<file path="src/vpsa_pkg.sv">
`timescale 1ns / 1ps

package vpsa_pkg;

	localparam int COORD_BITS   = 32;
	localparam int NUM_PARAMS   = 6;
	localparam int QUEUE_DEPTH  = 2;
	localparam int QPTR_BITS    = $clog2(QUEUE_DEPTH);
	localparam int QCNT_BITS    = $clog2(QUEUE_DEPTH + 1);

	localparam int S_TUSER_BITS = 6;
	localparam int S_FIELD_BITS = NUM_PARAMS * COORD_BITS + 2;
	localparam int S_TDATA_BITS = ((S_FIELD_BITS + 7) / 8) * 8;
	localparam int M_TUSER_BITS = 4;
	localparam int M_FIELD_BITS = 8 * COORD_BITS + 2;
	localparam int M_TDATA_BITS = ((M_FIELD_BITS + 7) / 8) * 8;
	localparam int M_PAD_BITS   = M_TDATA_BITS - M_FIELD_BITS;

	typedef logic signed [COORD_BITS-1:0] coord_t;

	localparam coord_t COORD_MAX = {1'b0, {(COORD_BITS-1){1'b1}}};
	localparam coord_t COORD_MIN = {1'b1, {(COORD_BITS-1){1'b0}}};

	typedef enum logic [3:0] {
		CMD_MOVE  = 4'd0,
		CMD_LINE  = 4'd1,
		CMD_HORIZ = 4'd2,
		CMD_VERT  = 4'd3,
		CMD_CUBIC = 4'd4,
		CMD_SMOOTH_CUBIC = 4'd5,
		CMD_QUAD  = 4'd6,
		CMD_SMOOTH_QUAD  = 4'd7,
		CMD_ARC   = 4'd8,
		CMD_CLOSE = 4'd9
	} cmd_t;

	typedef enum logic [2:0] {
		KIND_MOVE  = 3'd0,
		KIND_LINE  = 3'd1,
		KIND_CUBIC = 3'd2,
		KIND_QUAD  = 3'd3,
		KIND_ARC   = 3'd4,
		KIND_CLOSE = 3'd5
	} seg_kind_t;

	typedef struct packed {
		logic                          path_start;
		cmd_t                          cmd;
		seg_kind_t                     kind;
		logic                          bad_cmd;
		logic                          neg_radius;
		logic [NUM_PARAMS-1:0]         add_x;
		logic [NUM_PARAMS-1:0]         add_y;
		logic [NUM_PARAMS-1:0][COORD_BITS-1:0] prm;
		logic                          big_arc;
		logic                          sweep;
	} item_t;

	function automatic coord_t sat_add(coord_t a, coord_t b);
		logic [COORD_BITS:0] s;
		s = {a[COORD_BITS-1], a} + {b[COORD_BITS-1], b};
		if (s[COORD_BITS] != s[COORD_BITS-1])
			sat_add = s[COORD_BITS] ? COORD_MIN : COORD_MAX;
		else
			sat_add = s[COORD_BITS-1:0];
	endfunction

	function automatic coord_t sat_sub(coord_t a, coord_t b);
		logic [COORD_BITS:0] s;
		s = {a[COORD_BITS-1], a} - {b[COORD_BITS-1], b};
		if (s[COORD_BITS] != s[COORD_BITS-1])
			sat_sub = s[COORD_BITS] ? COORD_MIN : COORD_MAX;
		else
			sat_sub = s[COORD_BITS-1:0];
	endfunction

	function automatic coord_t reflect(coord_t cur, coord_t last);
		reflect = sat_add(cur, sat_sub(cur, last));
	endfunction

endpackage

</file>
<file path="src/vector_path_segment_absolutizer_unit.sv">
`timescale 1ns / 1ps

// Path segment absolutizer: one tokenised path command in, one absolute segment out.
// Slave channel carries one command per beat: tuser holds path_start, the command
// code and the relative flag; tdata holds the six Q16.16 parameters and the two arc
// flags. Master channel carries one segment per beat: tuser holds the segment kind
// and the sticky path error; tdata holds start, both control points, end and the
// arc flags. Every command gives exactly one segment, in order.
// A front stage decodes each beat and writes it to a two-entry queue; the back stage
// holds the current point, subpath start and last control points, works out one
// segment per cycle unless the receiver stalls, and loads it into the output register.
// An accepted beat is written to a queue entry and is then taken from the queue head
// into the output register once that register is free or being read.
// Throughput: one command per cycle while the receiver does not stall; the back stage
// updates the current point with each command that it takes.
// Reset empties the queue and clears the output valid, and puts the path state in the
// awaiting-first-move condition. When the receiver stalls, the output register holds
// its beat, the queue fills, and tready drops once both queue entries are taken.

module vector_path_segment_absolutizer_unit (
	input  logic                              clk,
	input  logic                              arst_n,
	input  logic                              s_tvalid,
	output logic                              s_tready,
	// param_a, param_b, param_c, param_d, param_e, param_f, large_arc_in, sweep_in
	input  logic [vpsa_pkg::S_TDATA_BITS-1:0] s_tdata,
	// path_start, cmd[3:0], relative
	input  logic [vpsa_pkg::S_TUSER_BITS-1:0] s_tuser,
	output logic                              m_tvalid,
	input  logic                              m_tready,
	// seg_start_x, seg_start_y, ctrl1_x, ctrl1_y, ctrl2_x, ctrl2_y, seg_end_x,
	// seg_end_y, large_arc_out, sweep_out
	output logic [vpsa_pkg::M_TDATA_BITS-1:0] m_tdata,
	// seg_kind[2:0], path_error
	output logic [vpsa_pkg::M_TUSER_BITS-1:0] m_tuser
);

	logic            q_full, q_push, q_pop, q_not_empty;
	vpsa_pkg::item_t push_item, head_item;

	vpsa_front u_front (
		.s_tvalid  (s_tvalid),
		.s_tready  (s_tready),
		.s_tdata   (s_tdata),
		.s_tuser   (s_tuser),
		.q_full    (q_full),
		.push      (q_push),
		.push_item (push_item)
	);

	vpsa_queue u_queue (
		.clk       (clk),
		.arst_n    (arst_n),
		.push      (q_push),
		.push_item (push_item),
		.full      (q_full),
		.pop       (q_pop),
		.not_empty (q_not_empty),
		.head_item (head_item)
	);

	vpsa_back u_back (
		.clk        (clk),
		.arst_n     (arst_n),
		.head_valid (q_not_empty),
		.hd         (head_item),
		.pop        (q_pop),
		.m_tvalid   (m_tvalid),
		.m_tready   (m_tready),
		.m_tdata    (m_tdata),
		.m_tuser    (m_tuser)
	);

endmodule

</file>
<file path="src/vpsa_front.sv">
`timescale 1ns / 1ps

module vpsa_front (
	input  logic                                s_tvalid,
	output logic                                s_tready,
	input  logic [vpsa_pkg::S_TDATA_BITS-1:0]   s_tdata,  // param_a..param_f, large_arc_in, sweep_in
	input  logic [vpsa_pkg::S_TUSER_BITS-1:0]   s_tuser,  // path_start, cmd[3:0], relative
	input  logic                                q_full,
	output logic                                push,
	output vpsa_pkg::item_t                     push_item
);

	logic rel;

	assign s_tready = !q_full;
	assign push     = s_tvalid && !q_full;
	assign rel      = s_tuser[5];

	always_comb begin
		push_item            = '0;
		push_item.path_start = s_tuser[0];
		push_item.cmd        = vpsa_pkg::cmd_t'(s_tuser[4:1]);
		push_item.bad_cmd    = s_tuser[4:1] > vpsa_pkg::CMD_CLOSE;
		for (int i = 0; i < vpsa_pkg::NUM_PARAMS; i++)
			push_item.prm[i] = s_tdata[i*vpsa_pkg::COORD_BITS +: vpsa_pkg::COORD_BITS];
		push_item.big_arc    = s_tdata[vpsa_pkg::NUM_PARAMS*vpsa_pkg::COORD_BITS];
		push_item.sweep      = s_tdata[vpsa_pkg::NUM_PARAMS*vpsa_pkg::COORD_BITS + 1];
		push_item.kind       = vpsa_pkg::KIND_CLOSE;
		case (push_item.cmd)
			vpsa_pkg::CMD_MOVE, vpsa_pkg::CMD_LINE: begin
				push_item.kind     = (push_item.cmd == vpsa_pkg::CMD_MOVE) ?
					vpsa_pkg::KIND_MOVE : vpsa_pkg::KIND_LINE;
				push_item.add_x[0] = rel;
				push_item.add_y[1] = rel;
			end
			vpsa_pkg::CMD_HORIZ: begin
				push_item.kind     = vpsa_pkg::KIND_LINE;
				push_item.add_x[0] = rel;
			end
			vpsa_pkg::CMD_VERT: begin
				push_item.kind     = vpsa_pkg::KIND_LINE;
				push_item.add_y[0] = rel;
			end
			vpsa_pkg::CMD_CUBIC: begin
				push_item.kind = vpsa_pkg::KIND_CUBIC;
				for (int i = 0; i < vpsa_pkg::NUM_PARAMS; i += 2) begin
					push_item.add_x[i]   = rel;
					push_item.add_y[i+1] = rel;
				end
			end
			vpsa_pkg::CMD_SMOOTH_CUBIC, vpsa_pkg::CMD_QUAD: begin
				push_item.kind     = (push_item.cmd == vpsa_pkg::CMD_QUAD) ?
					vpsa_pkg::KIND_QUAD : vpsa_pkg::KIND_CUBIC;
				push_item.add_x[0] = rel;
				push_item.add_y[1] = rel;
				push_item.add_x[2] = rel;
				push_item.add_y[3] = rel;
			end
			vpsa_pkg::CMD_SMOOTH_QUAD: begin
				push_item.kind     = vpsa_pkg::KIND_QUAD;
				push_item.add_x[0] = rel;
				push_item.add_y[1] = rel;
			end
			vpsa_pkg::CMD_ARC: begin
				push_item.kind       = vpsa_pkg::KIND_ARC;
				push_item.add_x[3]   = rel;
				push_item.add_y[4]   = rel;
				push_item.neg_radius = push_item.prm[0][vpsa_pkg::COORD_BITS-1] ||
					push_item.prm[1][vpsa_pkg::COORD_BITS-1];
			end
			default: begin
				push_item.kind = vpsa_pkg::KIND_CLOSE;
			end
		endcase
	end

endmodule

</file>
<file path="src/vpsa_queue.sv">
`timescale 1ns / 1ps

module vpsa_queue (
	input  logic            clk,
	input  logic            arst_n,
	input  logic            push,
	input  vpsa_pkg::item_t push_item,
	output logic            full,
	input  logic            pop,
	output logic            not_empty,
	output vpsa_pkg::item_t head_item
);

	vpsa_pkg::item_t                     entry_q [vpsa_pkg::QUEUE_DEPTH];
	logic [vpsa_pkg::QPTR_BITS-1:0]      wr_ptr_q;
	logic [vpsa_pkg::QPTR_BITS-1:0]      rd_ptr_q;
	logic [vpsa_pkg::QCNT_BITS-1:0]      count_q;

	assign full      = count_q == vpsa_pkg::QCNT_BITS'(vpsa_pkg::QUEUE_DEPTH);
	assign not_empty = count_q != '0;
	assign head_item = entry_q[rd_ptr_q];

	always_ff @(posedge clk) begin
		if (push)
			entry_q[wr_ptr_q] <= push_item;
	end

	always_ff @(posedge clk or negedge arst_n) begin
		if (!arst_n) begin
			wr_ptr_q <= '0;
			rd_ptr_q <= '0;
			count_q  <= '0;
		end else begin
			if (push)
				wr_ptr_q <= (wr_ptr_q == vpsa_pkg::QPTR_BITS'(vpsa_pkg::QUEUE_DEPTH - 1)) ?
					'0 : wr_ptr_q + 1'b1;
			if (pop)
				rd_ptr_q <= (rd_ptr_q == vpsa_pkg::QPTR_BITS'(vpsa_pkg::QUEUE_DEPTH - 1)) ?
					'0 : rd_ptr_q + 1'b1;
			if (push && !pop)
				count_q <= count_q + 1'b1;
			else if (pop && !push)
				count_q <= count_q - 1'b1;
		end
	end

endmodule

</file>
<file path="src/vpsa_back.sv">
`timescale 1ns / 1ps

module vpsa_back (
	input  logic                              clk,
	input  logic                              arst_n,
	input  logic                              head_valid,
	input  vpsa_pkg::item_t                   hd,
	output logic                              pop,
	output logic                              m_tvalid,
	input  logic                              m_tready,
	output logic [vpsa_pkg::M_TDATA_BITS-1:0] m_tdata,
	output logic [vpsa_pkg::M_TUSER_BITS-1:0] m_tuser
);

	vpsa_pkg::coord_t cur_x_q, cur_y_q, sub_x_q, sub_y_q;
	vpsa_pkg::coord_t cubic_x_q, cubic_y_q, quad_x_q, quad_y_q;
	logic             cubic_valid_q, quad_valid_q, await_q, err_q;

	logic             m_tvalid_q;
	logic [vpsa_pkg::M_TDATA_BITS-1:0] m_tdata_q;
	logic [vpsa_pkg::M_TUSER_BITS-1:0] m_tuser_q;

	vpsa_pkg::coord_t sx, sy, sub_x, sub_y;
	logic             cv, qv, await_first, err_prev, err_new;
	vpsa_pkg::coord_t p [vpsa_pkg::NUM_PARAMS];
	vpsa_pkg::coord_t c1x, c1y, c2x, c2y, ex, ey;
	logic             la, sw;

	assign pop = head_valid && (!m_tvalid_q || m_tready);

	always_comb begin
		sx          = hd.path_start ? '0 : cur_x_q;
		sy          = hd.path_start ? '0 : cur_y_q;
		sub_x       = hd.path_start ? '0 : sub_x_q;
		sub_y       = hd.path_start ? '0 : sub_y_q;
		cv          = !hd.path_start && cubic_valid_q;
		qv          = !hd.path_start && quad_valid_q;
		await_first = hd.path_start || await_q;
		err_prev    = !hd.path_start && err_q;
		err_new     = err_prev || hd.bad_cmd || hd.neg_radius ||
			(await_first && hd.cmd != vpsa_pkg::CMD_MOVE);
		for (int i = 0; i < vpsa_pkg::NUM_PARAMS; i++) begin
			if (hd.add_x[i])
				p[i] = vpsa_pkg::sat_add(hd.prm[i], sx);
			else if (hd.add_y[i])
				p[i] = vpsa_pkg::sat_add(hd.prm[i], sy);
			else
				p[i] = hd.prm[i];
		end
	end

	always_comb begin
		c1x = '0;
		c1y = '0;
		c2x = '0;
		c2y = '0;
		ex  = sx;
		ey  = sy;
		la  = 1'b0;
		sw  = 1'b0;
		case (hd.cmd)
			vpsa_pkg::CMD_MOVE, vpsa_pkg::CMD_LINE: begin
				ex = p[0];
				ey = p[1];
			end
			vpsa_pkg::CMD_HORIZ: begin
				ex = p[0];
			end
			vpsa_pkg::CMD_VERT: begin
				ey = p[0];
			end
			vpsa_pkg::CMD_CUBIC: begin
				c1x = p[0];
				c1y = p[1];
				c2x = p[2];
				c2y = p[3];
				ex  = p[4];
				ey  = p[5];
			end
			vpsa_pkg::CMD_SMOOTH_CUBIC: begin
				c1x = cv ? vpsa_pkg::reflect(sx, cubic_x_q) : sx;
				c1y = cv ? vpsa_pkg::reflect(sy, cubic_y_q) : sy;
				c2x = p[0];
				c2y = p[1];
				ex  = p[2];
				ey  = p[3];
			end
			vpsa_pkg::CMD_QUAD: begin
				c1x = p[0];
				c1y = p[1];
				ex  = p[2];
				ey  = p[3];
			end
			vpsa_pkg::CMD_SMOOTH_QUAD: begin
				c1x = qv ? vpsa_pkg::reflect(sx, quad_x_q) : sx;
				c1y = qv ? vpsa_pkg::reflect(sy, quad_y_q) : sy;
				ex  = p[0];
				ey  = p[1];
			end
			vpsa_pkg::CMD_ARC: begin
				c1x = p[0];
				c1y = p[1];
				c2x = p[2];
				ex  = p[3];
				ey  = p[4];
				la  = hd.big_arc;
				sw  = hd.sweep;
			end
			default: begin
				ex = sub_x;
				ey = sub_y;
			end
		endcase
	end

	always_ff @(posedge clk or negedge arst_n) begin
		if (!arst_n) begin
			cur_x_q       <= '0;
			cur_y_q       <= '0;
			sub_x_q       <= '0;
			sub_y_q       <= '0;
			cubic_valid_q <= 1'b0;
			quad_valid_q  <= 1'b0;
			await_q       <= 1'b1;
			err_q         <= 1'b0;
		end else if (pop) begin
			err_q <= err_new;
			if (!err_new) begin
				cur_x_q       <= ex;
				cur_y_q       <= ey;
				if (hd.kind == vpsa_pkg::KIND_MOVE) begin
					sub_x_q <= ex;
					sub_y_q <= ey;
				end
				cubic_valid_q <= hd.kind == vpsa_pkg::KIND_CUBIC;
				quad_valid_q  <= hd.kind == vpsa_pkg::KIND_QUAD;
				await_q       <= 1'b0;
			end else if (hd.path_start) begin
				cur_x_q       <= '0;
				cur_y_q       <= '0;
				sub_x_q       <= '0;
				sub_y_q       <= '0;
				cubic_valid_q <= 1'b0;
				quad_valid_q  <= 1'b0;
				await_q       <= 1'b1;
			end
		end
	end

	always_ff @(posedge clk) begin
		if (pop && !err_new) begin
			if (hd.kind == vpsa_pkg::KIND_CUBIC) begin
				cubic_x_q <= c2x;
				cubic_y_q <= c2y;
			end
			if (hd.kind == vpsa_pkg::KIND_QUAD) begin
				quad_x_q <= c1x;
				quad_y_q <= c1y;
			end
		end
	end

	always_ff @(posedge clk or negedge arst_n) begin
		if (!arst_n)
			m_tvalid_q <= 1'b0;
		else if (pop)
			m_tvalid_q <= 1'b1;
		else if (m_tready)
			m_tvalid_q <= 1'b0;
	end

	always_ff @(posedge clk) begin
		if (pop) begin
			if (err_new) begin
				m_tdata_q <= '0;
				m_tuser_q <= {1'b1, 3'(vpsa_pkg::KIND_MOVE)};
			end else begin
				m_tdata_q <= {{vpsa_pkg::M_PAD_BITS{1'b0}}, sw, la, ey, ex, c2y, c2x,
					c1y, c1x, sy, sx};
				m_tuser_q <= {1'b0, hd.kind};
			end
		end
	end

	assign m_tvalid = m_tvalid_q;
	assign m_tdata  = m_tdata_q;
	assign m_tuser  = m_tuser_q;

endmodule

</file>
<file path="config.mk">
export PLATFORM = sky130hd
export DESIGN_NAME = vector_path_segment_absolutizer_unit
export DESIGN_NICKNAME = d
export VERILOG_FILES = /design/src/vpsa_pkg.sv /design/src/vector_path_segment_absolutizer_unit.sv /design/src/vpsa_front.sv /design/src/vpsa_queue.sv /design/src/vpsa_back.sv
export SDC_FILE = /design/constraint.sdc
export NUM_CORES = 2
export LEC_CHECK = 0
export ABC_AREA = 0
export CORE_UTILIZATION = 25
export CTS_BUF_LIST = sky130_fd_sc_hd__clkbuf_16
export DETAILED_ROUTE_END_ITERATION = 6
export DONT_BUFFER_PORTS = 1
export PLACE_DENSITY_LB_ADDON = 0.25
export SLEW_MARGIN = 10
export SYNTH_ARGS = -nofsm -noshare
export SYNTH_HDL_FRONTEND = slang
export SYNTH_SLANG_ARGS = --single-unit
</file>
<file path="constraint.sdc">
create_clock -name clk -period 13.2 [get_ports clk]
set_input_delay 0.66 -clock clk [delete_from_list [all_inputs] [get_ports clk]]
set_output_delay 0.66 -clock clk [all_outputs]
set_load 0.02 [all_outputs]
</file>
Word-level counts from Yosys, hierarchy flattened. Memories as Yosys holds them, arrays and structs flattened. Cells that the tools add are included.

Multipliers: 0. Mux-type cells: 100. Bitwise logic cells: 1. Shift operators: 0. Order comparisons: 1. Div/mod/pow operators: 0. Reductions and logical operators: 45. Equality and inequality tests: 40. $add $sub $neg: 24.

Operators with widths (count): 2-to-1 mux 32 bit (70); adder 32 x 32 -> 33 bit (16); one-hot mux 32 bit (3 select lines) (2); one-hot mux 32 bit (6 select lines) (1); one-hot mux 32 bit (5 select lines) (1); subtractor 32 x 32 -> 33 bit (4); one-hot mux 32 bit (2 select lines) (2); == test 4 x 3 -> 1 bit (second input constant) (8); 2-to-1 mux 1 bit (20); inequality test 1 bit (20); one-hot mux 3 bit (6 select lines) (1); == test 4 x 2 -> 1 bit (second input constant) (4); OR reduction 2 bit (6); logical AND 1 bit (9); OR reduction 3 bit (3); == test 4 x 1 -> 1 bit (second input constant) (2); == test 4 bit (second input constant) (2); zero test 4 bit (2); AND reduction 2 bit (4); nonzero test 2 bit (4); OR reduction 7 bit (1); == test 3 x 2 -> 1 bit (second input constant) (2); zero test 1 bit (6); logical OR 1 bit (6); 13 further kinds (15).

Logic and storage cells: 233. Bits in registers: 533. Memory bits (read-only): 0. Bits in writable memories: 426. Input port bits: 210. Output and inout bits: 270. Bits in latches: 0. Memories kept: 1.

Memory list: u_queue.entry_q (depth 2, width 213, read ports 1, clocked after Yosys merged registers in 0, write ports 1, RTL line vpsa_queue.sv:14) `vpsa_pkg::item_t entry_q [vpsa_pkg::QUEUE_DEPTH];`.

Longest topological paths before layout. An unclocked memory read counts as a cell.

Word-level depth: 11. Depth in mapped cells: 39. Gate-level depth less buffers: 30.

By module. A second synthesis with hierarchy kept.

Cells, all modules: 9343. Area total of the unflattened synthesis: 84644.9 µm².

Modules (own cells, without submodules): vpsa_back (area an instance 66681.5 µm², cells an instance 8431, instances 1, sequential area each 15040.7 µm²); vpsa_queue (area an instance 16301.9 µm², cells an instance 688, instances 1, sequential area each 13072.5 µm²); vpsa_front (area an instance 1661.6 µm², cells an instance 224, instances 1, sequential area each 0.0 µm²).

Worst setup path before layout. Ideal clock, no wire load.

Path type: in2reg. From: input port m_tready. To: register u_back.cubic_x_q[0], enable pin. Required time: 12.530 ns. Stages: 5. Setup slack: 0.049 ns. Arrival time: 12.481 ns. Library setup time: 0.670 ns. Cell sequence: nand2b_1 > o21ai_1 > clkinv_1 > nand3_1 > nor4b_1.

Word-level cells in the longest chain between the ends: 4.

Ends and longest elaborated chain: start, declared (RTL line vector_path_segment_absolutizer_unit.sv:30) `input logic m_tready,`; logical OR 1 bit (RTL line vpsa_back.sv:29) `assign pop = head_valid && (!m_tvalid_q || m_tready);`; logical AND 1 bit (RTL line vpsa_back.sv:29); net q_pop (RTL line vector_path_segment_absolutizer_unit.sv:38) `logic q_full, q_push, q_pop, q_not_empty;`; logical AND 1 bit (RTL line vpsa_back.sv:151) `if (pop && !err_new) begin`; AND reduction 2 bit (no source line); end signal, assigned (RTL line vpsa_back.sv:153) `cubic_x_q <= c2x;`; end, declared (RTL line vpsa_back.sv:16) `vpsa_pkg::coord_t cubic_x_q, cubic_y_q, quad_x_q, quad_y_q;`.

The timed path passes the listed nets, and every way through them passes these cells. A chain may end at the register's enable or synchronous reset.

Worst setup path in the final report.
From: register u_queue.rd_ptr_q. To: register u_back.m_tdata_q, in the netlist u_back.m_tdata[116], data pin.

Word-level cells in the longest chain between the ends: 11. Elaborated cells between the ends (all ways): 50. Classes of those cells: 6 x add/sub; 11 x eq/ne; 21 x mux; 11 x reduce/logical; 1 x memory.

Ends and longest elaborated chain: start, declared (RTL line vpsa_queue.sv:16) `logic [vpsa_pkg::QPTR_BITS-1:0] rd_ptr_q;`; start signal, assigned (RTL line vpsa_queue.sv:38) `rd_ptr_q <= (rd_ptr_q == vpsa_pkg::QPTR_BITS'(vpsa_pkg::QUEUE_DEPTH - 1)) ?`; memory read (2 x 213 bit) (*); 2-to-1 mux 32 bit (*); net u_back.sy[3] (RTL line vpsa_back.sv:23) `vpsa_pkg::coord_t sx, sy, sub_x, sub_y;`; subtractor 32 x 32 -> 33 bit (RTL line vpsa_pkg.sv:70) `s = {a[COORD_BITS-1], a} - {b[COORD_BITS-1], b};`; 2-to-1 mux 32 bit / inequality test 1 bit (equally long branches) (RTL line vpsa_pkg.sv:72, vpsa_pkg.sv:71); 2-to-1 mux 32 bit (RTL line vpsa_pkg.sv:71) `if (s[COORD_BITS] != s[COORD_BITS-1])`; 2-to-1 mux 32 bit (RTL line vpsa_back.sv:61) `case (hd.cmd)`; adder 32 x 32 -> 33 bit (RTL line vpsa_pkg.sv:61) `s = {a[COORD_BITS-1], a} + {b[COORD_BITS-1], b};`; 2-to-1 mux 32 bit / inequality test 1 bit (equally long branches) (RTL line vpsa_pkg.sv:63, vpsa_pkg.sv:62); 2-to-1 mux 32 bit (RTL line vpsa_pkg.sv:62) `if (s[COORD_BITS] != s[COORD_BITS-1])`; 2-to-1 mux 32 bit, on equally long branches (RTL line vpsa_back.sv:96, vpsa_back.sv:82); one-hot mux 32 bit (3 select lines) (*) (RTL line vpsa_back.sv:61); net u_back.c1y[20] (RTL line vpsa_back.sv:26) `vpsa_pkg::coord_t c1x, c1y, c2x, c2y, ex, ey;`; end signal, assigned (RTL line vpsa_back.sv:178) `m_tdata_q <= {{vpsa_pkg::M_PAD_BITS{1'b0}}, sw, la, ey, ex, c2y, c2x,`; end, declared (RTL line vpsa_back.sv:20) `logic [vpsa_pkg::M_TDATA_BITS-1:0] m_tdata_q;`.

Mark *: on every way through the listed nets, which the timed path passes. The rest lies on a longest branch. The select of a mux whose other input is x is not followed.

==> results_dict.tcl <==
set metrics [dict create \
    areaGrowthSynthToFinish_pct 15.9 \
    drc 78 \
    path_clk_slew_ns 0.07 \
    drive_above_1_share 0.0944 \
    finalCritPeriodShare 0.874 \
    hold_viol_final 0 \
    multiInputGateArea_um2 43800 \
    start_kind "flop" \
    yosysWarnings 0 \
    grt_pass1_vias 66100 \
    finish.instance_area_um2 85800 \
    drt_first_pass_iters 7 \
    crit_type "reg2reg" \
    wl_per_cell_um 33.1 \
    worstPathArrival_ns 12.17 \
    fin_setup_tns_ns 0 \
    slew_viol_final 4 \
    fillers 31100 \
    period_minus_slack_ns 11.53 \
    timing.fmax_mhz 86.7 \
    placed_area_um2 79700 \
    cts_inserted_buffers 121 \
    overflow 0 \
    cts_tree "done" \
    cts_max_path_buffers 4 \
    synth_top_cell_by_area "edfxtp_1" \
    path_buf_inv 4 \
    rsz0062_at_grt "false" \
    slowest_delay_ns 0.90 \
    ant_nets 0 \
    syn_area_um2 74100 \
    rows 199 \
    synth_top_area_share 0.328 \
    total_power_uw 18600 \
    ys_seq_area_frac 0.375 \
    cts_root_buf "clkbuf_16" \
    hp-start "s_tuser[1]" \
    hp-class "in2reg" \
    vias_per_cell 5.76 \
    core_area_um2 294000 \
    pre_cts_slack_ns 1.92 \
    post_cts_buffers 0 \
    die_h_um 546 \
    htree_levels 3 \
    synth_area_leaders "edfxtp_1, ha_1, a21oi_1" \
    cp_max_fo 24 \
    cp_data_required_time_ns 13.84 \
    fp.dieArea_um2 298000 \
    drt_iter0_drc 9351 \
    violations "design-rule violations, max-capacitance violations, max-slew violations" \
    place.gp.congestion 1.04 \
    synth_edf_count 810 \
    syn_area_per_cell_um2 9.24 \
    cts_sinks 947 \
    slowest_stage "mux2i_4" \
    ys_seq_elements 947 \
    num_vias 70900 \
    instances_no_fill 12300 \
    slew_headroom -0.0496 \
    port_buffers 0 \
    powerDensity_nw_per_um2 217 \
    seq_area_um2 27800 \
    cp-end-kind "flop" \
    async_flop_share 0.145 \
    max_cap_violations 2 \
    worst_pin_slew_ns 1.56 \
    crit_family "compound AO/OA/AOI/OAI gates" \
    drt_wl_total_um 407000 \
    grt_pass1_wl_um 547000 \
    setup_slack_ns 1.67 \
    grt_max_degree 138 \
    leakage_uw 0.0340 \
    skew_ns 0.132 \
    antenna_found_initial 77 \
    outcome "finished with violations" \
    worstSkewPairLatency_ns 0.95 \
    r2r_start "u_queue.rd_ptr_q" \
    netlist_instances 8020 \
    pin_count 480 \
    track_usage 0.262 \
    ys_types 120 \
    dp_hpwl_um 320000 \
    fp.dieW_um 546 \
    dp_cells 11800 \
    fin_nets 9003 \
    synthFlopType "edfxtp_1" \
    startpoint "u_queue.rd_ptr_q" \
    vdd_drop_max_mv 0.136 \
    finalSetupViolations 0 \
    start_util 0.252 \
]
-- report_power, final --
part,total (uW),internal [uW],switching (uW)
sequential,4640,4050,598
combinational,10600,2660,7950
clock,3390,1920,1470
-- state kept, by name, indices dropped and copies added, names as in the netlist --
name / flops
u_back.quad_valid_q: 1
u_back.err_q: 1
u_back.m_tvalid: 1
u_back.sub_y_q: 32
u_back.quad_x_q: 32
u_back.cubic_x_q: 32
u_queue.count_q: 2
u_back.quad_y_q: 32
u_back.cubic_y_q: 32
u_queue.entry_q: 420
u_queue.wr_ptr_q: 1
u_back.await_q: 1
u_queue.rd_ptr_q: 1
u_back.cubic_valid_q: 1
u_back.m_tdata: 258
u_back.m_tuser: 4
u_back.sub_x_q: 32
u_back.cur_x_q: 32
u_back.cur_y_q: 32
-- kinds of logic after synthesis --
| family | after synthesis | synth area share |
|---|---|---|
| buffers and inverters | 713 | 0.0374 |
| XOR/XNOR | 447 | 0.0532 |
| flip-flops | 947 | 0.375 |
| AO/OA/AOI/OAI | 2844 | 0.254 |
| other | 1 | 0.0000506 |
| AND/OR/NAND/NOR | 2212 | 0.141 |
| adder cells (fa/ha/maj) | 622 | 0.105 |
| multiplexers | 234 | 0.0350 |
-- what timing repair did --
action | in CTS | in global routing
resized for setup | 0 | 0
setup endpoints to repair | 0 | 0
endpoints found under the hold margin | 551 | 0
hold buffers | 205 | 0
-- stage by stage --
stage               hold slack [ns]  utilization
detailed placement            0.375        0.271
finish                       0.0801        0.292
global route                 0.0203        0.291
global placement              0.375        0.271
floorplan                     0.364            -
CTS                         0.00916        0.291
-- cell type report --
| class | instances | area share |
|---|---|---|
| antenna | 46 | 0.00134 |
| inverter | 348 | 0.0153 |
| multi-input combinational | 6365 | 0.511 |
| timing repair buffer | 453 | 0.0461 |
| tap | 3919 | 0.0571 |
| clock inverter | 100 | 0.0109 |
| sequential | 947 | 0.323 |
| clock buffer | 121 | 0.0353 |
-- Yosys cell counts, types with 51 or more instances --
cell      count
nand3_1     160
o21a_1       95
mux2_2      190
nand2b_1     79
clkbuf_1    292
a21oi_1     692
edfxtp_1    810
nor2b_1     197
a22oi_1      56
a31oi_1      88
o22ai_1      81
inv_1       347
dfrtp_1     136
a221oi_1     54
o21ai_0     586
a22o_1       62
nor3_1      131
a211oi_1    118
xnor2_1     275
a21o_1      227
o21bai_1     83
o21ai_1      60
and2_1       51
nand2_1     661
nor2_1      632
xor2_1      169
o211ai_1     89
o31ai_1      52
maj3_1       64
ha_1        540
and3_1       70
nand4_1      58
-- path summary, 6_finish.rpt --
kind	cells past startpoint	slack [ns]	endpoint
max	32	1.67	u_back.m_tdata[116]
min	2	0.08	u_queue.entry_q[0][194]
max reg2reg	32	1.67	u_back.m_tdata[116]
min reg2reg	2	0.47	u_back.cur_x_q[13]
max in group asynchronous	2	11.93	u_back.sub_x_q[16]
min in group asynchronous	2	0.26	u_back.m_tvalid
-- layout by cell type (no fill, tap or decap), drive strengths merged, types with 136 or more instances in the layout --
cell type    Yosys  layout
a21o           227     227
a21oi          697     697
buf             71     249
dfrtp          136     136
dlygate4sd3      0     204
edfxtp         810     810
ha             540     540
inv            347     378
mux2           191     191
nand2          661     661
nand3          160     160
nor2           633     633
nor2b          197     197
nor3           136     136
o21ai          651     651
xnor2          278     278
xor2           169     169
-- metal layers --
metal,part of all wire,vias up,GRT usage
li1,-,30900,-
met2,0.41,4124,0.376
met4,0.071,20,0.161
met5,0.00030,-,0
met1,0.42,34900,0.349
met3,0.098,915,0.0652
No activity file was read; power rests on OpenSTA's default activity.
